## config.mk

```make
export PLATFORM = sky130hd
export DESIGN_NAME = xcap_uri_decode_and_split
export DESIGN_NICKNAME = d
export VERILOG_FILES = /design/src/rtl/xud_pkg.sv /design/src/rtl/xud_front.sv /design/src/rtl/xud_fifo.sv /design/src/rtl/xud_back.sv /design/src/rtl/xcap_uri_decode_and_split.sv
export VERILOG_INCLUDE_DIRS = /design/src /design/src/rtl
export SDC_FILE = /design/constraint.sdc
export NUM_CORES = 1
export LEC_CHECK = 0
export BUFFER_PORTS_ARGS = -buffer_cell sky130_fd_sc_hd__buf_2
export CAP_MARGIN = 20
export CORE_UTILIZATION = 40
export CTS_BUF_LIST = sky130_fd_sc_hd__clkbuf_4
export CTS_CLUSTER_DIAMETER = 120
export DETAILED_ROUTE_END_ITERATION = 8
export GPL_TIMING_DRIVEN = 1
export PLACE_DENSITY = 0.58
export SLEW_MARGIN = 0
export SYNTH_ARGS = -nofsm -noshare
export SYNTH_HDL_FRONTEND = slang
export SYNTH_HIERARCHICAL = 1
export SYNTH_SLANG_ARGS = --single-unit
```

## constraint.sdc

```tcl
create_clock -name clk_i -period 8.7 [get_ports clk_i]
set_input_delay 1.305 -clock clk_i [delete_from_list [all_inputs] [get_ports clk_i]]
set_output_delay 1.305 -clock clk_i [all_outputs]
set_load 0.05 [all_outputs]
```

## src/rtl/assert_macros.svh

```systemverilog
// ----------------------------------------------------------------------------
// assert_macros.svh
// concurrent assertion helpers, clocked on clk_i and held off during reset
// ----------------------------------------------------------------------------
`ifndef ASSERT_MACROS_SVH
`define ASSERT_MACROS_SVH

// antecedent implies consequent in the same cycle
`define XUD_ASSERT_SAME(label, ante, cons) \
  label: assert property (@(posedge clk_i) disable iff (!rst_ni) (ante) |-> (cons)) \
    else $error("assertion failed");

// antecedent implies consequent in the next cycle
`define XUD_ASSERT_NEXT(label, ante, cons) \
  label: assert property (@(posedge clk_i) disable iff (!rst_ni) (ante) |=> (cons)) \
    else $error("assertion failed");

`endif

```

## src/rtl/xud_pkg.sv

```systemverilog
// ----------------------------------------------------------------------------
// xud_pkg
// shared types, codes and keyword tables of the uri decoder and splitter
// ----------------------------------------------------------------------------
`timescale 1ns / 1ps

package xud_pkg;

  localparam int MaxUriBytes  = 256;
  localparam int MaxRootBytes = 32;
  localparam int CntW         = 9;
  localparam int RootLenW     = 6;
  localparam int NumAuid      = 6;
  localparam int NumTree      = 2;

  localparam logic [CntW-1:0] MaxCnt = CntW'(MaxUriBytes);

  localparam logic [3:0] ST_OK       = 4'd0;
  localparam logic [3:0] ST_TOO_LONG = 4'd1;
  localparam logic [3:0] ST_BAD_ESC  = 4'd2;
  localparam logic [3:0] ST_SHORT    = 4'd3;
  localparam logic [3:0] ST_ROOT_MIS = 4'd4;
  localparam logic [3:0] ST_BAD_AUID = 4'd5;
  localparam logic [3:0] ST_BAD_TREE = 4'd6;
  localparam logic [3:0] ST_NO_UID   = 4'd7;
  localparam logic [3:0] ST_NO_DOC   = 4'd8;

  localparam logic [2:0] REG_ROOT_PRESENT = 3'd0;
  localparam logic [2:0] REG_ROOT_LENGTH  = 3'd1;
  localparam logic [2:0] REG_ROOT_B0      = 3'd2;
  localparam logic [2:0] REG_ROOT_B1      = 3'd3;
  localparam logic [2:0] REG_ROOT_B2      = 3'd4;
  localparam logic [2:0] REG_ROOT_B3      = 3'd5;

  localparam logic [7:0] CHR_SLASH = 8'h2f;
  localparam logic [7:0] CHR_TILDE = 8'h7e;
  localparam logic [7:0] CHR_PCT   = 8'h25;

  localparam int AuidLen [NumAuid] = '{11, 34, 13, 18, 15, 10};
  localparam logic [2:0] AuidType [NumAuid] = '{3'd0, 3'd0, 3'd1, 3'd2, 3'd3, 3'd4};
  localparam logic [34*8-1:0] AuidTxt [NumAuid] = '{
    "pres-rules/",
    "org.openmobilealliance.pres-rules/",
    "rls-services/",
    "pidf-manipulation/",
    "resource-lists/",
    "xcap-caps/"
  };

  localparam int TreeLen [NumTree] = '{6, 7};
  localparam logic [7*8-1:0] TreeTxt [NumTree] = '{"users/", "global/"};

  // one decoded word handed from the front to the back
  typedef struct packed {
    logic [7:0] dbyte;
    logic       bvalid;
    logic       last;
    logic       too_long;
    logic       bad_esc;
  } word_t;

  typedef struct packed {
    logic full;
    logic empty;
  } fifo_stat_t;

  function automatic logic [7:0] auid_char(input int idx, input logic [5:0] pos);
    int base;
    base = (AuidLen[idx] - 1 - int'(pos)) * 8;
    return AuidTxt[idx][base +: 8];
  endfunction

  function automatic logic [7:0] tree_char(input int idx, input logic [5:0] pos);
    int base;
    base = (TreeLen[idx] - 1 - int'(pos)) * 8;
    return TreeTxt[idx][base +: 8];
  endfunction

  // bit 4 set when the character is a hex digit
  function automatic logic [4:0] hex_val(input logic [7:0] c);
    logic [4:0] r;
    r = 5'd0;
    if (c >= 8'h30 && c <= 8'h39) begin
      r = {1'b1, 4'(c - 8'h30)};
    end else if (c >= 8'h61 && c <= 8'h66) begin
      r = {1'b1, 4'(c - 8'h57)};
    end else if (c >= 8'h41 && c <= 8'h46) begin
      r = {1'b1, 4'(c - 8'h37)};
    end
    return r;
  endfunction

endpackage

```

## src/rtl/xud_front.sv

```systemverilog
// ----------------------------------------------------------------------------
// xud_front
// percent decoder: turns raw uri bytes into decoded words
// ----------------------------------------------------------------------------
`timescale 1ns / 1ps

module xud_front (
  input  logic           clk_i,
  input  logic           rst_ni,
  input  logic           accept_i,
  input  logic [7:0]     raw_byte_i,
  input  logic           last_byte_i,
  output xud_pkg::word_t word_o
);
  import xud_pkg::*;

  localparam logic [1:0] ESC_IDLE = 2'd0;
  localparam logic [1:0] ESC_HIGH = 2'd1;
  localparam logic [1:0] ESC_LOW  = 2'd2;

  logic [1:0]      esc_q, esc_d;
  logic [3:0]      hi_q, hi_d;
  logic            err_q, err_d;
  logic [CntW-1:0] rcnt_q, rcnt_d;
  logic [4:0]      hv;
  logic [7:0]      dbyte;
  logic            bvalid;

  always_comb begin
    esc_d  = esc_q;
    hi_d   = hi_q;
    err_d  = err_q;
    rcnt_d = rcnt_q + {{(CntW-1){1'b0}}, (rcnt_q <= MaxCnt)};
    dbyte  = 8'd0;
    bvalid = 1'b0;
    hv     = hex_val(raw_byte_i);
    if (!err_q) begin
      if (esc_q == ESC_IDLE) begin
        if (raw_byte_i == CHR_PCT) begin
          esc_d = ESC_HIGH;
        end else begin
          dbyte  = raw_byte_i;
          bvalid = 1'b1;
        end
      end else if (!hv[4]) begin
        err_d = 1'b1;
        esc_d = ESC_IDLE;
      end else if (esc_q == ESC_HIGH) begin
        hi_d  = hv[3:0];
        esc_d = ESC_LOW;
      end else begin
        dbyte  = {hi_q, hv[3:0]};
        bvalid = 1'b1;
        esc_d  = ESC_IDLE;
      end
    end
  end

  assign word_o.dbyte    = dbyte;
  assign word_o.bvalid   = bvalid;
  assign word_o.last     = last_byte_i;
  assign word_o.too_long = (rcnt_d > MaxCnt);
  assign word_o.bad_esc  = err_d || (esc_d != ESC_IDLE);

  always_ff @(posedge clk_i or negedge rst_ni) begin
    if (!rst_ni) begin
      esc_q  <= ESC_IDLE;
      hi_q   <= 4'd0;
      err_q  <= 1'b0;
      rcnt_q <= '0;
    end else if (accept_i) begin
      if (last_byte_i) begin
        esc_q  <= ESC_IDLE;
        hi_q   <= 4'd0;
        err_q  <= 1'b0;
        rcnt_q <= '0;
      end else begin
        esc_q  <= esc_d;
        hi_q   <= hi_d;
        err_q  <= err_d;
        rcnt_q <= rcnt_d;
      end
    end
  end

endmodule

```

## src/rtl/xud_fifo.sv

```systemverilog
// ----------------------------------------------------------------------------
// xud_fifo
// two-entry queue of decoded words between the front and the back
// ----------------------------------------------------------------------------
`timescale 1ns / 1ps

module xud_fifo (
  input  logic                clk_i,
  input  logic                rst_ni,
  input  logic                push_i,
  input  xud_pkg::word_t      wdata_i,
  input  logic                pop_i,
  output xud_pkg::word_t      rdata_o,
  output xud_pkg::fifo_stat_t stat_o
);
  import xud_pkg::*;

  word_t      mem_q [2];
  logic       wptr_q, rptr_q;
  logic [1:0] cnt_q;

  assign rdata_o      = mem_q[rptr_q];
  assign stat_o.full  = (cnt_q == 2'd2);
  assign stat_o.empty = (cnt_q == 2'd0);

  always_ff @(posedge clk_i) begin
    if (push_i) begin
      mem_q[wptr_q] <= wdata_i;
    end
  end

  always_ff @(posedge clk_i or negedge rst_ni) begin
    if (!rst_ni) begin
      wptr_q <= 1'b0;
      rptr_q <= 1'b0;
      cnt_q  <= 2'd0;
    end else begin
      if (push_i) begin
        wptr_q <= ~wptr_q;
      end
      if (pop_i) begin
        rptr_q <= ~rptr_q;
      end
      if (push_i && !pop_i) begin
        cnt_q <= cnt_q + 2'd1;
      end else if (pop_i && !push_i) begin
        cnt_q <= cnt_q - 2'd1;
      end
    end
  end

endmodule

```

## src/rtl/xud_back.sv

```systemverilog
// ----------------------------------------------------------------------------
// xud_back
// splitter: tracks root, usage, tree, user id and selector per decoded word
// ----------------------------------------------------------------------------
`timescale 1ns / 1ps

module xud_back (
  input  logic                       clk_i,
  input  logic                       rst_ni,
  input  logic                       pop_i,
  input  xud_pkg::word_t             word_i,
  input  logic                       root_present_i,
  input  logic [xud_pkg::RootLenW-1:0] root_length_i,
  input  logic [255:0]               root_flat_i,
  input  logic                       out_ready_i,
  output logic                       out_valid_o,
  output logic [7:0]                 decoded_byte_o,
  output logic                       byte_valid_o,
  output logic                       done_res_o,
  output logic [3:0]                 status_o,
  output logic [2:0]                 doc_type_o,
  output logic                       global_tree_o,
  output logic [8:0]                 auid_offset_o,
  output logic [8:0]                 user_id_length_o,
  output logic [8:0]                 file_offset_o,
  output logic [8:0]                 file_length_o,
  output logic [8:0]                 node_offset_o,
  output logic [8:0]                 uri_length_o
);
  import xud_pkg::*;

  localparam logic [2:0] PH_ROOT = 3'd0;
  localparam logic [2:0] PH_AUID = 3'd1;
  localparam logic [2:0] PH_TREE = 3'd2;
  localparam logic [2:0] PH_UID  = 3'd3;
  localparam logic [2:0] PH_DOC  = 3'd4;
  localparam logic [2:0] PH_FAIL = 3'd5;

  logic [2:0]         ph_q, ph_d;
  logic [NumAuid-1:0] cand_q, cand_d;
  logic [NumTree-1:0] tc_q, tc_d;
  logic [CntW-1:0]    dcnt_q, dcnt_d;
  logic [CntW-1:0]    seg_off_q, seg_off_d;
  logic [CntW-1:0]    auid_off_q, auid_off_d;
  logic [CntW-1:0]    file_off_q, file_off_d;
  logic [CntW-1:0]    uid_len_q, uid_len_d;
  logic [CntW-1:0]    nss_q, nss_d;
  logic [2:0]         type_q, type_d;
  logic               glob_q, glob_d;
  logic [3:0]         perr_q, perr_d;
  logic               root_mis_q, root_mis_d;
  logic               root_stop_q, root_stop_d;
  logic [7:0]         prev_q, prev_d;
  logic [7:0]         prev2_q, prev2_d;
  logic [7:0]         nss_pre_q, nss_pre_d;
  logic               zero_q, zero_d;
  logic               found_q, found_d;

  logic [RootLenW-1:0] erl;
  logic [7:0]          c, rbyte;
  logic [CntW-1:0]     d, j, n, flen;
  logic                do_auid, adone;
  logic [NumTree-1:0]  tdone;
  logic [3:0]          st;

  logic out_valid_q;
  logic [7:0] obyte_q;
  logic obv_q, odone_q, oglob_q;
  logic [3:0] ost_q;
  logic [2:0] otype_q;
  logic [8:0] oauid_q, ouid_q, ofoff_q, oflen_q, onode_q, olen_q;

  assign c     = word_i.dbyte;
  assign d     = dcnt_q;
  assign rbyte = root_flat_i[{d[4:0], 3'b000} +: 8];

  always_comb begin
    if (!root_present_i) begin
      erl = '0;
    end else if (root_length_i > RootLenW'(MaxRootBytes)) begin
      erl = RootLenW'(MaxRootBytes);
    end else begin
      erl = root_length_i;
    end
  end

  always_comb begin
    ph_d        = ph_q;
    cand_d      = cand_q;
    tc_d        = tc_q;
    dcnt_d      = dcnt_q;
    seg_off_d   = seg_off_q;
    auid_off_d  = auid_off_q;
    file_off_d  = file_off_q;
    uid_len_d   = uid_len_q;
    nss_d       = nss_q;
    type_d      = type_q;
    glob_d      = glob_q;
    perr_d      = perr_q;
    root_mis_d  = root_mis_q;
    root_stop_d = root_stop_q;
    prev_d      = prev_q;
    prev2_d     = prev2_q;
    nss_pre_d   = nss_pre_q;
    zero_d      = zero_q;
    found_d     = found_q;
    do_auid     = 1'b0;
    adone       = 1'b0;
    tdone       = '0;
    j           = d - seg_off_q;
    if (word_i.bvalid) begin
      dcnt_d = dcnt_q + {{(CntW-1){1'b0}}, (dcnt_q <= MaxCnt)};
      if (!zero_q && !found_q && prev_q == CHR_TILDE && c == CHR_TILDE) begin
        found_d   = 1'b1;
        nss_d     = d - 9'd1;
        nss_pre_d = prev2_q;
      end
      if (c == 8'd0) begin
        zero_d = 1'b1;
      end
      prev2_d = prev_q;
      prev_d  = c;
      if (perr_q == ST_OK) begin
        case (ph_q)
          PH_ROOT: begin
            if (d < {3'b000, erl}) begin
              if (!root_stop_q) begin
                if (c != rbyte) begin
                  root_mis_d = 1'b1;
                end else if (c == 8'd0) begin
                  root_stop_d = 1'b1;
                end
              end
            end else if (c == CHR_SLASH) begin
              ph_d       = PH_AUID;
              auid_off_d = d + 9'd1;
              seg_off_d  = d + 9'd1;
            end else begin
              auid_off_d = d;
              seg_off_d  = d;
              j          = '0;
              do_auid    = 1'b1;
            end
          end
          PH_AUID: begin
            do_auid = 1'b1;
          end
          PH_TREE: begin
            for (int t = 0; t < NumTree; t++) begin
              if (tc_q[t] && j < CntW'(TreeLen[t])) begin
                if (c == tree_char(t, j[5:0])) begin
                  if (j == CntW'(TreeLen[t] - 1)) begin
                    tdone[t] = 1'b1;
                  end
                end else begin
                  tc_d[t] = 1'b0;
                end
              end
            end
            if (tdone[0]) begin
              ph_d      = PH_UID;
              seg_off_d = d + 9'd1;
              glob_d    = 1'b0;
            end else if (tdone[1]) begin
              ph_d       = PH_DOC;
              file_off_d = d + 9'd1;
              glob_d     = 1'b1;
            end else if (tc_d == '0) begin
              perr_d = ST_BAD_TREE;
              ph_d   = PH_FAIL;
            end
          end
          PH_UID: begin
            if (c == CHR_SLASH) begin
              uid_len_d  = d - seg_off_q;
              file_off_d = d + 9'd1;
              ph_d       = PH_DOC;
            end else if (c == 8'd0) begin
              perr_d = ST_NO_UID;
              ph_d   = PH_FAIL;
            end
          end
          default: begin
          end
        endcase
        if (do_auid) begin
          ph_d = PH_AUID;
          for (int i = 0; i < NumAuid; i++) begin
            if (cand_q[i] && j < CntW'(AuidLen[i])) begin
              if (c == auid_char(i, j[5:0])) begin
                if (j == CntW'(AuidLen[i] - 1)) begin
                  adone  = 1'b1;
                  type_d = AuidType[i];
                end
              end else begin
                cand_d[i] = 1'b0;
              end
            end
          end
          if (adone) begin
            ph_d      = PH_TREE;
            seg_off_d = d + 9'd1;
          end else if (cand_d == '0) begin
            perr_d = ST_BAD_AUID;
            ph_d   = PH_FAIL;
          end
        end
      end
    end
  end

  // summary from the state after this word
  always_comb begin
    n    = dcnt_d;
    flen = '0;
    if (word_i.too_long) begin
      st = ST_TOO_LONG;
    end else if (word_i.bad_esc) begin
      st = ST_BAD_ESC;
    end else if (root_present_i && {3'b000, erl} >= n) begin
      st = ST_SHORT;
    end else if (root_mis_d) begin
      st = ST_ROOT_MIS;
    end else if (perr_d != ST_OK) begin
      st = perr_d;
    end else begin
      case (ph_d)
        PH_TREE: st = (seg_off_d == n) ? ST_BAD_AUID : ST_BAD_TREE;
        PH_UID:  st = (seg_off_d == n) ? ST_BAD_TREE : ST_NO_UID;
        PH_DOC: begin
          if (glob_d && file_off_d == n) begin
            st = ST_BAD_TREE;
          end else if (!found_d) begin
            if (n == file_off_d) begin
              st = ST_NO_DOC;
            end else begin
              st   = ST_OK;
              flen = n - file_off_d - {8'd0, (prev_d == CHR_SLASH)};
            end
          end else if (nss_d <= file_off_d) begin
            st = ST_NO_DOC;
          end else begin
            st   = ST_OK;
            flen = nss_d - file_off_d - {8'd0, (nss_pre_d == CHR_SLASH)};
          end
        end
        default: st = ST_BAD_AUID;
      endcase
    end
  end

  always_ff @(posedge clk_i or negedge rst_ni) begin
    if (!rst_ni) begin
      ph_q        <= PH_ROOT;
      cand_q      <= '1;
      tc_q        <= '1;
      dcnt_q      <= '0;
      seg_off_q   <= '0;
      auid_off_q  <= '0;
      file_off_q  <= '0;
      uid_len_q   <= '0;
      nss_q       <= '0;
      type_q      <= '0;
      glob_q      <= 1'b0;
      perr_q      <= ST_OK;
      root_mis_q  <= 1'b0;
      root_stop_q <= 1'b0;
      prev_q      <= '0;
      prev2_q     <= '0;
      nss_pre_q   <= '0;
      zero_q      <= 1'b0;
      found_q     <= 1'b0;
    end else if (pop_i) begin
      if (word_i.last) begin
        ph_q        <= PH_ROOT;
        cand_q      <= '1;
        tc_q        <= '1;
        dcnt_q      <= '0;
        seg_off_q   <= '0;
        auid_off_q  <= '0;
        file_off_q  <= '0;
        uid_len_q   <= '0;
        nss_q       <= '0;
        type_q      <= '0;
        glob_q      <= 1'b0;
        perr_q      <= ST_OK;
        root_mis_q  <= 1'b0;
        root_stop_q <= 1'b0;
        prev_q      <= '0;
        prev2_q     <= '0;
        nss_pre_q   <= '0;
        zero_q      <= 1'b0;
        found_q     <= 1'b0;
      end else begin
        ph_q        <= ph_d;
        cand_q      <= cand_d;
        tc_q        <= tc_d;
        dcnt_q      <= dcnt_d;
        seg_off_q   <= seg_off_d;
        auid_off_q  <= auid_off_d;
        file_off_q  <= file_off_d;
        uid_len_q   <= uid_len_d;
        nss_q       <= nss_d;
        type_q      <= type_d;
        glob_q      <= glob_d;
        perr_q      <= perr_d;
        root_mis_q  <= root_mis_d;
        root_stop_q <= root_stop_d;
        prev_q      <= prev_d;
        prev2_q     <= prev2_d;
        nss_pre_q   <= nss_pre_d;
        zero_q      <= zero_d;
        found_q     <= found_d;
      end
    end
  end

  always_ff @(posedge clk_i or negedge rst_ni) begin
    if (!rst_ni) begin
      out_valid_q <= 1'b0;
    end else if (pop_i) begin
      out_valid_q <= 1'b1;
    end else if (out_ready_i) begin
      out_valid_q <= 1'b0;
    end
  end

  always_ff @(posedge clk_i) begin
    if (pop_i) begin
      obyte_q <= word_i.dbyte;
      obv_q   <= word_i.bvalid;
      odone_q <= word_i.last;
      ost_q   <= word_i.last ? st : ST_OK;
      olen_q  <= word_i.last ? n : '0;
      if (word_i.last && st == ST_OK) begin
        otype_q <= type_d;
        oglob_q <= glob_d;
        oauid_q <= auid_off_d;
        ouid_q  <= glob_d ? '0 : uid_len_d;
        ofoff_q <= file_off_d;
        oflen_q <= flen;
        onode_q <= found_d ? (nss_d + 9'd2) : '0;
      end else begin
        otype_q <= '0;
        oglob_q <= 1'b0;
        oauid_q <= '0;
        ouid_q  <= '0;
        ofoff_q <= '0;
        oflen_q <= '0;
        onode_q <= '0;
      end
    end
  end

  assign out_valid_o      = out_valid_q;
  assign decoded_byte_o   = obyte_q;
  assign byte_valid_o     = obv_q;
  assign done_res_o       = odone_q;
  assign status_o         = ost_q;
  assign doc_type_o       = otype_q;
  assign global_tree_o    = oglob_q;
  assign auid_offset_o    = oauid_q;
  assign user_id_length_o = ouid_q;
  assign file_offset_o    = ofoff_q;
  assign file_length_o    = oflen_q;
  assign node_offset_o    = onode_q;
  assign uri_length_o     = olen_q;

endmodule

```

## src/rtl/xcap_uri_decode_and_split.sv

```systemverilog
// ----------------------------------------------------------------------------
// xcap_uri_decode_and_split
// streaming percent decoder and splitter for xcap request uris
// ----------------------------------------------------------------------------
// raw uri bytes enter on the input channel (valid/ready), the final byte
// flagged by last_byte_i, one per cycle while in_ready_o is high. every
// accepted word yields exactly one result word on the output channel: the
// decoded byte when one completes and, on the final byte, the summary (status,
// document type, tree, offsets). the decoded word passes through the two-entry
// queue into the splitter's output register. throughput is one word per cycle
// while the receiver is ready, limited by the per-byte splitter update; the
// decoder keeps accepting while a result waits. when the receiver stalls, the
// queue fills and input ready drops after two further words. reset clears all
// per-uri state and the root registers; after each final byte the per-uri state
// returns to its reset value. the user must write the root registers over the
// apb port only while no uri is in flight; the block does not enforce this.
// ----------------------------------------------------------------------------
`timescale 1ns / 1ps

module xcap_uri_decode_and_split (
  input  logic        clk_i,
  input  logic        rst_ni,
  input  logic        in_valid_i,
  output logic        in_ready_o,
  input  logic [7:0]  raw_byte_i,
  input  logic        last_byte_i,
  output logic        out_valid_o,
  input  logic        out_ready_i,
  output logic [7:0]  decoded_byte_o,
  output logic        byte_valid_o,
  output logic        done_res_o,
  output logic [3:0]  status_o,
  output logic [2:0]  doc_type_o,
  output logic        global_tree_o,
  output logic [8:0]  auid_offset_o,
  output logic [8:0]  user_id_length_o,
  output logic [8:0]  file_offset_o,
  output logic [8:0]  file_length_o,
  output logic [8:0]  node_offset_o,
  output logic [8:0]  uri_length_o,
  input  logic        psel,
  input  logic        penable,
  input  logic        pwrite,
  input  logic [5:0]  paddr,
  input  logic [63:0] pwdata,
  output logic [63:0] prdata,
  output logic        pready
);
  import xud_pkg::*;

  logic                root_present_q;
  logic [RootLenW-1:0] root_length_q;
  logic [3:0][63:0]    root_bytes_q;
  logic                cfg_wr;
  logic                accept;
  logic                pop;
  word_t               fw, bw;
  fifo_stat_t          fstat;

  assign pready = 1'b1;
  assign cfg_wr = psel && penable && pwrite && pready;

  always_ff @(posedge clk_i or negedge rst_ni) begin
    if (!rst_ni) begin
      root_present_q <= 1'b0;
      root_length_q  <= '0;
      root_bytes_q   <= '0;
    end else if (cfg_wr) begin
      case (paddr[5:3])
        REG_ROOT_PRESENT: root_present_q  <= pwdata[0];
        REG_ROOT_LENGTH:  root_length_q   <= pwdata[RootLenW-1:0];
        REG_ROOT_B0:      root_bytes_q[0] <= pwdata;
        REG_ROOT_B1:      root_bytes_q[1] <= pwdata;
        REG_ROOT_B2:      root_bytes_q[2] <= pwdata;
        REG_ROOT_B3:      root_bytes_q[3] <= pwdata;
        default: begin
        end
      endcase
    end
  end

  always_comb begin
    case (paddr[5:3])
      REG_ROOT_PRESENT: prdata = {63'd0, root_present_q};
      REG_ROOT_LENGTH:  prdata = {{(64-RootLenW){1'b0}}, root_length_q};
      REG_ROOT_B0:      prdata = root_bytes_q[0];
      REG_ROOT_B1:      prdata = root_bytes_q[1];
      REG_ROOT_B2:      prdata = root_bytes_q[2];
      REG_ROOT_B3:      prdata = root_bytes_q[3];
      default:          prdata = '0;
    endcase
  end

  assign in_ready_o = !fstat.full;
  assign accept     = in_valid_i && in_ready_o;
  assign pop        = !fstat.empty && (!out_valid_o || out_ready_i);

  xud_front u_front (
    .clk_i       (clk_i),
    .rst_ni      (rst_ni),
    .accept_i    (accept),
    .raw_byte_i  (raw_byte_i),
    .last_byte_i (last_byte_i),
    .word_o      (fw)
  );

  xud_fifo u_fifo (
    .clk_i   (clk_i),
    .rst_ni  (rst_ni),
    .push_i  (accept),
    .wdata_i (fw),
    .pop_i   (pop),
    .rdata_o (bw),
    .stat_o  (fstat)
  );

  xud_back u_back (
    .clk_i            (clk_i),
    .rst_ni           (rst_ni),
    .pop_i            (pop),
    .word_i           (bw),
    .root_present_i   (root_present_q),
    .root_length_i    (root_length_q),
    .root_flat_i      (root_bytes_q),
    .out_ready_i      (out_ready_i),
    .out_valid_o      (out_valid_o),
    .decoded_byte_o   (decoded_byte_o),
    .byte_valid_o     (byte_valid_o),
    .done_res_o       (done_res_o),
    .status_o         (status_o),
    .doc_type_o       (doc_type_o),
    .global_tree_o    (global_tree_o),
    .auid_offset_o    (auid_offset_o),
    .user_id_length_o (user_id_length_o),
    .file_offset_o    (file_offset_o),
    .file_length_o    (file_length_o),
    .node_offset_o    (node_offset_o),
    .uri_length_o     (uri_length_o)
  );

`include "assert_macros.svh"

  `XUD_ASSERT_SAME(a_fail_clears, out_valid_o && status_o != ST_OK, file_offset_o == 9'd0 && doc_type_o == 3'd0 && node_offset_o == 9'd0)
  `XUD_ASSERT_SAME(a_status_on_done, out_valid_o && !done_res_o, status_o == ST_OK && uri_length_o == 9'd0)
  `XUD_ASSERT_SAME(a_ok_order, out_valid_o && done_res_o && status_o == ST_OK, file_offset_o > auid_offset_o)
  `XUD_ASSERT_NEXT(a_pop_shows, pop, out_valid_o)

endmodule

```

==> load_flow_metrics.sql, run 1 <==
INSERT INTO impl_metrics (metric_group, metric, value, unit) VALUES
('power', 'pwr_density_cell', '448', 'nW/µm²'),
('worst_setup_path', 'ff_to_ff_end', 'u_back/node_offset_o[1]', ''),
('logic_synthesis', 'mapped_avg_cell_area', '10.4', 'µm²'),
('die', 'area_of_the_core', '79500', 'µm²'),
('timing', 'period_minus_slack', '8.22', 'ns'),
('global_route', 'grt_pass1_wl', '162000', 'µm'),
('placement', 'dp_worst_setup_slack', '0.317', 'ns'),
('logic_synthesis', 'ys_dominant_reg_cell', 'sky130_fd_sc_hd__dfrtp_1', ''),
('final_layout', 'syn_to_final_growth', '12.8', '%'),
('timing', 'max-slew-margin-rel', '29.1', '%'),
('power', 'internal_power_contribution', '7.77', 'mW'),
('final_layout', 'final_layout_size_suffix_gt1_share', '27.0', '%'),
('drt', 'postRouteAntennaNets', '0', ''),
('power', 'power.switching_fraction', '52.4', '%'),
('global_route', 'grt_pass1_vias', '26456', ''),
('worst_setup_path', 'cp_data_required_time', '9.51', 'ns'),
('die', 'die_x', '286', 'µm'),
('worst_setup_path', 'critical_path.startpoint_type', 'flop', ''),
('timing', 'totalNegativeSetupSlack', '0', 'ns'),
('timing', 'setup-violations-final', '0', ''),
('worst_setup_path', 'critPathKind', 'reg2reg', ''),
('drt', 'detail_route.drc_violations', '0', ''),
('worst_hold_path', 'path_type_of_the_worst_min_delay_path', 'in2async', ''),
('clocking', 'cts_resized', '0', ''),
('power', 'static-leakage-power', '15.7', 'nW'),
('timing', 'unrepaired_setup_endpoints_after_global_routing', 'no', ''),
('placement', 'gp_routability_congestion', '0.962', ''),
('drt', 'drt_iter0_markers', '2419', ''),
('logic_synthesis', 'synth_warnings', '6', ''),
('clocking', 'cell_at_the_root_of_the_clock_tree', 'sky130_fd_sc_hd__clkbuf_4', ''),
('clocking', 'clk-insertion-delay-late', '1.03', 'ns'),
('worst_setup_path', 'crit_arrival', '9.03', 'ns'),
('drt', 'wire_per_inst', '23.3', 'µm'),
('worst_setup_path', 'cell_count_of_the_worst_reg_to_reg_path', '25', ''),
('logic_synthesis', 'synth_cells', '3109', ''),
('outcome', 'outcome', 'complete, no violations', ''),
('drt', 'routed_via_density', '6.09', ''),
('global_route', 'track_usage', '25.5', '%'),
('drt', 'detail_route.wirelength', '105000', 'µm'),
('final_layout', 'layout.cells.most_common', 'sky130_fd_sc_hd__dfrtp_1', ''),
('clocking', 'clk_path_buf_depth', '3', ''),
('power', 'totalPowerFinal', '16.3', 'mW'),
('logic_synthesis', 'synth_edf_count', '96', ''),
('power', 'power_frac_comb', '66.2', '%'),
('final_layout', 'finish.net_count', '3530', ''),
('die', 'rows', '103', ''),
('clocking', 'tritoncts', 'built', ''),
('global_route', 'antenna_violations_before_repair', '18', ''),
('die', 'ioPinCount', '225', ''),
('power', 'netSwitchingPower', '8.55', 'mW'),
('logic_synthesis', 'part_of_the_yosys_area_used_for_sequential_elements', '38.8', '%'),
('run', 'drv_cap', '0', ''),
('timing', 'fin_ws', '0.481', 'ns'),
('logic_synthesis', 'asyncSetResetFlopFracSynth', '80.0', '%'),
('clocking', 'numCtsBuffers', '142', ''),
('logic_synthesis', 'synth_seq_cells', '481', ''),
('global_route', 'global_route.overflow_total', '0', ''),
('clocking', 'clock-sinks', '481', ''),
('power', 'power.clock.fraction', '13.5', '%'),
('worst_setup_path', 'timing.reg2reg.setup_slack', '0.48', 'ns'),
('global_route', 'grt_max_degree', '150', ''),
('timing', 'max_freq', '122', 'MHz'),
('timing', 'drv_slew', '0', ''),
('worst_setup_path', 'reg2reg_from', 'u_fifo/rptr_q', ''),
('logic_synthesis', 'synth.net_count', '3276', ''),
('placement', 'detailed_place_hpwl', '72700', 'µm'),
('logic_synthesis', 'synth.lib_cells_used.distinct', '124', ''),
('worst_setup_path', 'worst-path-max-fanout', '39', ''),
('die', 'floorplan.die.height', '286', 'µm'),
('timing', 'hold_viol_final', '0', ''),
('die', 'die-area', '81900', 'µm²');
[worst max path at each step]
stage                     startpoint                          to  slack (ns)
finish                 u_fifo/rptr_q     u_back/node_offset_o[1]        0.48
detailed placement  root_length_q[5]     u_back/node_offset_o[1]        0.32
global placement    root_length_q[5]     u_back/auid_offset_o[3]        0.41
global route        root_length_q[5]  u_back/user_id_length_o[4]        0.01
CTS                 root_length_q[5]     u_back/node_offset_o[1]        0.32
floorplan                u_back/d[0]     u_back/file_offset_o[1]        0.63
[registers in the layout, summed over array words and instances (netlist names), 9 cells and up]
name	cells
u_back/file_length_o	9
u_back/user_id_length_o	9
root_bytes_q	256
u_back/file_off_q	9
u_front/rcnt_q	9
u_back/auid_offset_o	9
u_back/auid_off_q	9
u_back/nss_q	9
u_back/uid_len_q	9
u_fifo/mem_q	24
u_back/file_offset_o	9
u_back/node_offset_o	9
u_back/d	9
u_back/uri_length_o	9
u_back/seg_off_q	9
[critical path, stage by stage, from the launching register on]
cell	delay, ns
sky130_fd_sc_hd__dfrtp_1	0.55
sky130_fd_sc_hd__mux2_4	0.34
sky130_fd_sc_hd__or4b_1	0.71
sky130_fd_sc_hd__o21ai_1	0.52
sky130_fd_sc_hd__a31oi_4	0.06
sky130_fd_sc_hd__nor2_1	0.15
sky130_fd_sc_hd__buf_4	0.18
sky130_fd_sc_hd__ha_1	0.18
sky130_fd_sc_hd__a21boi_0	0.33
sky130_fd_sc_hd__xnor3_1	0.42
sky130_fd_sc_hd__mux2i_1	0.18
sky130_fd_sc_hd__or4_1	0.59
sky130_fd_sc_hd__a21o_1	0.20
sky130_fd_sc_hd__a2111o_1	0.38
sky130_fd_sc_hd__a311oi_1	0.28
sky130_fd_sc_hd__nand4_1	0.28
sky130_fd_sc_hd__o31ai_4	0.17
sky130_fd_sc_hd__buf_4	0.23
sky130_fd_sc_hd__nor4_1	0.07
sky130_fd_sc_hd__a211o_1	0.37
sky130_fd_sc_hd__xnor2_1	0.13
sky130_fd_sc_hd__a221oi_1	0.22
sky130_fd_sc_hd__nand3_1	0.32
sky130_fd_sc_hd__o311a_4	0.55
sky130_fd_sc_hd__buf_12	0.20
sky130_fd_sc_hd__nor4_1	0.33
[cells by family (layout without fill, tap and decap cells)]
kind of cell,count (synthesis),count (layout),synth area share (%)
buffers and inverters,369,721,5.03
flip-flops,481,481,38.8
adder cells (fa/ha/maj),81,81,3.25
XOR/XNOR,118,118,3.33
multiplexers,521,521,20.5
AND/OR/NAND/NOR,801,801,13.3
other,1,8,0.0116
AO/OA/AOI/OAI,737,737,15.9
[metal layers]
metal | routed length [µm] | global-route usage (%) | vias to the layer above | share of wire, %
met5 | 157 | 0 | - | 0.15
met4 | 2640 | 7.73 | 24 | 2.5
met3 | 8960 | 6.74 | 232 | 8.5
met2 | 47800 | 39.0 | 1146 | 45
met1 | 45700 | 35.1 | 13708 | 43
li1 | - | - | 12386 | -
[final cells by class]
cell class	count	area [µm²]
multi-input combinational	2259	18300
clock inverter	37	260
clock buffer	205	1540
fill	7569	43100
sequential	481	12500
tap	1050	1310
timing repair buffer	323	1940
antenna	7	17.5
inverter	156	586
[metrics by stage]
| step | area [µm²] | hold WS (ns) | instances | utilization, % |
|---|---|---|---|---|
| floorplan | 32300 | 0.445 | 3109 | - |
| finish | 36400 | 0.375 | 4518 | 45.8 |
| CTS | 36400 | 0.279 | 4510 | 45.8 |
| global route | 36400 | 0.356 | 4516 | 45.8 |
| detailed placement | 34600 | 0.465 | 4268 | 43.5 |
| global placement | 34600 | 0.457 | 4268 | 43.5 |
[power by group through the flow]
stage                     logic, mW  registers [mW]  clock network (mW)
final                          10.8            3.31                2.20
after CTS                      10.5            3.31                2.29
after detailed placement       10.5            3.35                   0
after floorplan                7.20            3.73                   0
after global routing           11.5            3.37                2.41
after global placement         10.5            3.34                   0
[cells in the mapped netlist, types with 12 or more instances]
cell type | n | area [µm²]
sky130_fd_sc_hd__a22oi_1 | 16 | 120
sky130_fd_sc_hd__nor2b_1 | 26 | 163
sky130_fd_sc_hd__a22o_1 | 33 | 289
sky130_fd_sc_hd__ha_1 | 76 | 951
sky130_fd_sc_hd__o22ai_1 | 120 | 751
sky130_fd_sc_hd__buf_2 | 48 | 240
sky130_fd_sc_hd__buf_4 | 30 | 225
sky130_fd_sc_hd__mux2_1 | 76 | 856
sky130_fd_sc_hd__mux2_2 | 196 | 2210
sky130_fd_sc_hd__o31ai_1 | 25 | 188
sky130_fd_sc_hd__mux2i_1 | 157 | 1570
sky130_fd_sc_hd__mux4_2 | 80 | 1800
sky130_fd_sc_hd__and3_1 | 20 | 125
sky130_fd_sc_hd__clkbuf_1 | 106 | 398
sky130_fd_sc_hd__nor3_2 | 16 | 160
sky130_fd_sc_hd__or4_1 | 14 | 105
sky130_fd_sc_hd__a311oi_1 | 12 | 105
sky130_fd_sc_hd__dfrtp_1 | 377 | 9430
sky130_fd_sc_hd__xnor2_1 | 89 | 780
sky130_fd_sc_hd__nor2_1 | 156 | 586
sky130_fd_sc_hd__a21oi_1 | 119 | 596
sky130_fd_sc_hd__nand3_1 | 57 | 285
sky130_fd_sc_hd__o211ai_1 | 23 | 173
sky130_fd_sc_hd__buf_1 | 20 | 75.1
sky130_fd_sc_hd__nand2_1 | 204 | 766
sky130_fd_sc_hd__a31oi_1 | 32 | 200
sky130_fd_sc_hd__and2_1 | 19 | 119
sky130_fd_sc_hd__o21ai_0 | 128 | 641
sky130_fd_sc_hd__inv_1 | 150 | 563
sky130_fd_sc_hd__a32oi_1 | 14 | 123
sky130_fd_sc_hd__a21o_1 | 21 | 158
sky130_fd_sc_hd__or3_1 | 16 | 100
sky130_fd_sc_hd__nand2b_1 | 19 | 119
sky130_fd_sc_hd__o21bai_1 | 12 | 90.1
sky130_fd_sc_hd__nand4_1 | 42 | 263
sky130_fd_sc_hd__edfxtp_1 | 96 | 2880
sky130_fd_sc_hd__a211oi_1 | 20 | 150
sky130_fd_sc_hd__o21a_1 | 14 | 105
sky130_fd_sc_hd__a211o_1 | 16 | 140
sky130_fd_sc_hd__nor4_1 | 47 | 294
sky130_fd_sc_hd__nor3_1 | 85 | 425
sky130_fd_sc_hd__xor2_1 | 25 | 219
No activity file was read; power rests on OpenSTA's default activity.
==> run 2, diff against run 1 <==
- SYNTH_HIERARCHICAL: 1 -> not set
==> run 2 against run 1 <==
Compared with the run above: core utilization hardly changed; sequential share of layout area is 0.053 points higher; power is 2.2% lower; combinational power hardly changed; sequential power is 2% lower; worst setup slack better by 0.15 ns.
==> load_flow_metrics.sql, run 2 <==
INSERT INTO impl_metrics (metric_group, metric, value, unit) VALUES
('drt', 'drt_iter0_markers', '2587', ''),
('logic_synthesis', 'synth_seq_cells', '481', ''),
('logic_synthesis', 'synth.top_cells.by_area', 'sky130_fd_sc_hd__dfrtp_1, sky130_fd_sc_hd__mux2_2, sky130_fd_sc_hd__edfxtp_1', ''),
('clocking', 'cts_setup_buffers', '0', ''),
('die', 'floorplan.die.height', '286', 'µm'),
('final_layout', 'registers.top_by_ff_count', 'root_bytes_q', ''),
('logic_synthesis', 'synth_top_cells_by_count', 'sky130_fd_sc_hd__dfrtp_1, sky130_fd_sc_hd__mux2_2, sky130_fd_sc_hd__nand2_1', ''),
('timing', 'final.period_utilization', '92.7', '%'),
('power', 'netSwitchingPower', '8.40', 'mW'),
('logic_synthesis', 'synth_warnings', '0', ''),
('logic_synthesis', 'most_frequently_used_cell_type_in_the_post_synthesis_netlist', 'sky130_fd_sc_hd__dfrtp_1', ''),
('final_layout', 'finish.net_count', '3552', ''),
('logic_synthesis', 'asyncSetResetFlopFracSynth', '80.0', '%'),
('power', 'internal_power_contribution', '7.57', 'mW'),
('die', 'area_of_the_core', '79400', 'µm²'),
('global_route', 'grt_pass1_wl', '167000', 'µm'),
('clocking', 'cts_hold_repair.buffers', '0', ''),
('worst_setup_path', 'timing.reg2reg.setup_slack', '0.63', 'ns'),
('worst_setup_path', 'worst-path-max-fanout', '19', ''),
('worst_setup_path', 'cell_count_of_the_worst_reg_to_reg_path', '26', ''),
('power', 'seq_power_share', '20.2', '%'),
('logic_synthesis', 'synth.net_count', '3307', ''),
('logic_synthesis', 'synth_edf_count', '96', ''),
('outcome', 'outcome', 'complete, no violations', ''),
('final_layout', 'final_layout_size_suffix_gt1_share', '29.3', '%'),
('timing', 'setup-violations-final', '0', ''),
('timing', 'setup_skew', '0.0818', 'ns'),
('worst_setup_path', 'critical_path.startpoint_type', 'flop', ''),
('worst_setup_path', 'ff_to_ff_end', 'u_back.status_o[0]', ''),
('timing', 'max_freq', '124', 'MHz'),
('timing', 'totalNegativeSetupSlack', '0', 'ns'),
('timing', 'period_minus_slack', '8.07', 'ns'),
('final_layout', 'multi_input_area', '18500', 'µm²'),
('clocking', 'cts.reportedPaths.clkPinSlew', '0.06', 'ns'),
('power', 'power_frac_comb', '66.3', '%'),
('power', 'power.switching_fraction', '52.6', '%'),
('placement', 'gp_routability_congestion', '0.971', ''),
('drt', 'postRouteAntennaNets', '0', ''),
('global_route', 'track_usage', '26.5', '%'),
('clocking', 'tritoncts', 'built', ''),
('timing', 'fin_hold_ws', '0.331', 'ns'),
('logic_synthesis', 'part_of_the_yosys_area_used_for_sequential_elements', '38.8', '%'),
('timing', 'tightest_slew', '1.16', 'ns'),
('drt', 'wire_per_inst', '24.1', 'µm'),
('clocking', 'cts_resized', '0', ''),
('logic_synthesis', 'ys_dominant_reg_cell', 'sky130_fd_sc_hd__dfrtp_1', ''),
('logic_synthesis', 'synth.lib_cells_used.distinct', '118', ''),
('global_route', 'grt_pass1_vias', '26893', ''),
('die', 'die-area', '81800', 'µm²'),
('die', 'initial_core_utilization', '40.6', '%'),
('drt', 'detail_route.drc_violations', '0', ''),
('worst_setup_path', 'start_point_of_the_critical_path', 'root_length_q[5]', ''),
('worst_setup_path', 'cp_data_required_time', '9.43', 'ns'),
('power', 'pwr_density_cell', '439', 'nW/µm²'),
('clocking', 'cell_at_the_root_of_the_clock_tree', 'sky130_fd_sc_hd__clkbuf_4', ''),
('worst_setup_path', 'reg2reg_from', 'root_length_q[5]', ''),
('clocking', 'clk-insertion-delay-late', '0.99', 'ns'),
('worst_setup_path', 'worstSetupEndpointType', 'flop', ''),
('logic_synthesis', 'post_synth_instance_area', '32200', 'µm²'),
('drt', 'initial_drt_pass_iterations', '6', ''),
('drt', 'num_vias', '27438', ''),
('worst_setup_path', 'crit_arrival', '8.80', 'ns'),
('logic_synthesis', 'synth_cells', '3138', ''),
('drt', 'detail_route.wirelength', '109000', 'µm'),
('worst_setup_path', 'critPathKind', 'reg2reg', ''),
('placement', 'io_buffers', '220', ''),
('clocking', 'clk_path_buf_depth', '3', ''),
('clocking', 'clock-sinks', '481', ''),
('run', 'drv_cap', '0', ''),
('final_layout', 'largest_register_ff_count', '256', ''),
('final_layout', 'fin_util', '45.8', '%'),
('die', 'rows', '103', ''),
('logic_synthesis', 'synth.top_cell.area_share', '29.3', '%'),
('final_layout', 'footprint_of_the_flip_flops_and_latches', '12500', 'µm²'),
('final_layout', 'layout.cells.most_common', 'sky130_fd_sc_hd__dfrtp_1', ''),
('placement', 'detailed_place_hpwl', '75900', 'µm'),
('global_route', 'grt_max_degree', '169', ''),
('worst_setup_path', 'endpoint', 'u_back.status_o[0]', ''),
('timing', 'max-slew-margin-rel', '22.9', '%'),
('final_layout', 'number_of_fill_cells_in_the_layout', '7621', ''),
('worst_hold_path', 'path_type_of_the_worst_min_delay_path', 'in2async', ''),
('logic_synthesis', 'synth.largest_area_cell', 'sky130_fd_sc_hd__dfrtp_1', ''),
('die', 'die_x', '286', 'µm'),
('timing', 'unrepaired_setup_endpoints_after_global_routing', 'no', ''),
('power', 'power.clock.fraction', '13.5', '%'),
('power', 'totalPowerFinal', '16.0', 'mW'),
('global_route', 'antenna_violations_before_repair', '17', ''),
('drt', 'routed_via_density', '6.05', ''),
('final_layout', 'final_cell_mix', 'sky130_fd_sc_hd__dfrtp_1, sky130_fd_sc_hd__mux2_2, sky130_fd_sc_hd__nand2_1, sky130_fd_sc_hd__buf_2, sky130_fd_sc_hd__clkbuf_4', ''),
('logic_synthesis', 'mapped_avg_cell_area', '10.3', 'µm²'),
('timing', 'hold_viol_final', '0', ''),
('clocking', 'ctsHtreeMaxLevel', '4', ''),
('power', 'peakVddDrop', '0.000304', 'V'),
('timing', 'drv_slew', '0', ''),
('final_layout', 'reg_top3', 'root_bytes_q: 256 flops, u_fifo.mem_q: 24 flops', ''),
('die', 'ioPinCount', '225', ''),
('final_layout', 'syn_to_final_growth', '12.8', '%'),
('global_route', 'global_route.overflow_total', '0', ''),
('power', 'static-leakage-power', '15.6', 'nW'),
('clocking', 'numCtsBuffers', '140', '');
## run 2: cell count changes after synthesis, moves of 40 or more
cell	before	now
sky130_fd_sc_hd__nand2_1	204	261
sky130_fd_sc_hd__inv_1	150	107
sky130_fd_sc_hd__mux2_1	76	1
sky130_fd_sc_hd__clkbuf_1	106	146
sky130_fd_sc_hd__mux2_2	196	275
## run 2: area by class of cell
class | count | share of cell area (%)
inverter | 113 | 1.17
antenna | 2 | 0.0138
clock inverter | 32 | 0.512
sequential | 481 | 34.4
clock buffer | 210 | 4.33
timing repair buffer | 318 | 5.18
multi-input combinational | 2329 | 50.7
tap | 1050 | 3.61
## run 2: how the worst min path moves through the flow
| stage | from | endpoint | slack [ns] | cells after the start |
|---|---|---|---|---|
| 2_1_floorplan | u_front.hi_q[0] | u_front.hi_q[0] | 0.45 | 2 |
| 3_3_place_gp | u_back.file_off_q[4] | u_back.file_off_q[4] | 0.46 | 2 |
| 3_5_place_dp | u_back.file_off_q[3] | u_back.file_off_q[3] | 0.47 | 2 |
| 4_1_cts | rst_ni | u_back.nss_q[1] | 0.25 | 1 |
| 5_1_grt | rst_ni | u_back.ph_q[1] | 0.31 | 1 |
| 6_report | rst_ni | u_back.uid_len_q[3] | 0.33 | 1 |
## run 2: routing by layer
layer	vias up	routed length (µm)	global-route usage, %
met2	1187	52100	43.5
met5	-	185	0
met3	261	9540	7.05
li1	12370	-	-
met1	13592	44200	33.7
met4	28	3420	9.39
## run 2: through the flow
stage          cells  cell area, µm²  worst slack [ns]
2_1_floorplan   3138           32200            0.0100
3_3_place_gp    4288           34600             0.939
3_5_place_dp    4289           34600             0.939
4_1_cts         4531           36400             0.925
5_1_grt         4534           36400             0.272
6_report        4535           36400             0.631
## run 2: power groups by stage
stage	Combinational [mW]	Clock (mW)	Sequential (mW)
CTS	10.3	2.22	3.23
global placement	10.3	0	3.26
global route	11.2	2.35	3.29
detailed placement	10.3	0	3.27
finish	10.6	2.15	3.23
floorplan	7.04	0	3.55
## run 2: critical path, stage by stage (launching register included)
cell,delay (ns)
sky130_fd_sc_hd__dfrtp_1,0.50
sky130_fd_sc_hd__nor2b_1,0.39
sky130_fd_sc_hd__nand2_1,0.21
sky130_fd_sc_hd__ha_1,0.34
sky130_fd_sc_hd__nand4_1,0.11
sky130_fd_sc_hd__o22a_1,0.27
sky130_fd_sc_hd__a22oi_1,0.47
sky130_fd_sc_hd__nand2_1,0.15
sky130_fd_sc_hd__buf_4,0.23
sky130_fd_sc_hd__inv_1,0.27
sky130_fd_sc_hd__ha_1,0.66
sky130_fd_sc_hd__nand2b_1,0.26
sky130_fd_sc_hd__o21ai_0,0.10
sky130_fd_sc_hd__o21ai_0,0.16
sky130_fd_sc_hd__o221ai_1,0.22
sky130_fd_sc_hd__or4_1,0.46
sky130_fd_sc_hd__a21o_1,0.19
sky130_fd_sc_hd__o211ai_1,0.15
sky130_fd_sc_hd__nand4b_1,0.24
sky130_fd_sc_hd__and3_1,0.26
sky130_fd_sc_hd__a21oi_4,0.35
sky130_fd_sc_hd__mux2i_1,0.34
sky130_fd_sc_hd__xnor2_1,0.16
sky130_fd_sc_hd__a41oi_1,0.13
sky130_fd_sc_hd__nor4_1,0.69
sky130_fd_sc_hd__mux2_1,0.39
sky130_fd_sc_hd__o211ai_1,0.17
## run 2: logic make-up after synthesis
group	count (synthesis)	share of synthesized area [%]
adder cells (fa/ha/maj)	84	3.37
buffers and inverters	328	4.18
other	1	0.0116
AO/OA/AOI/OAI	741	16.0
multiplexers	527	20.6
XOR/XNOR	126	3.90
AND/OR/NAND/NOR	850	13.1
flip-flops	481	38.8
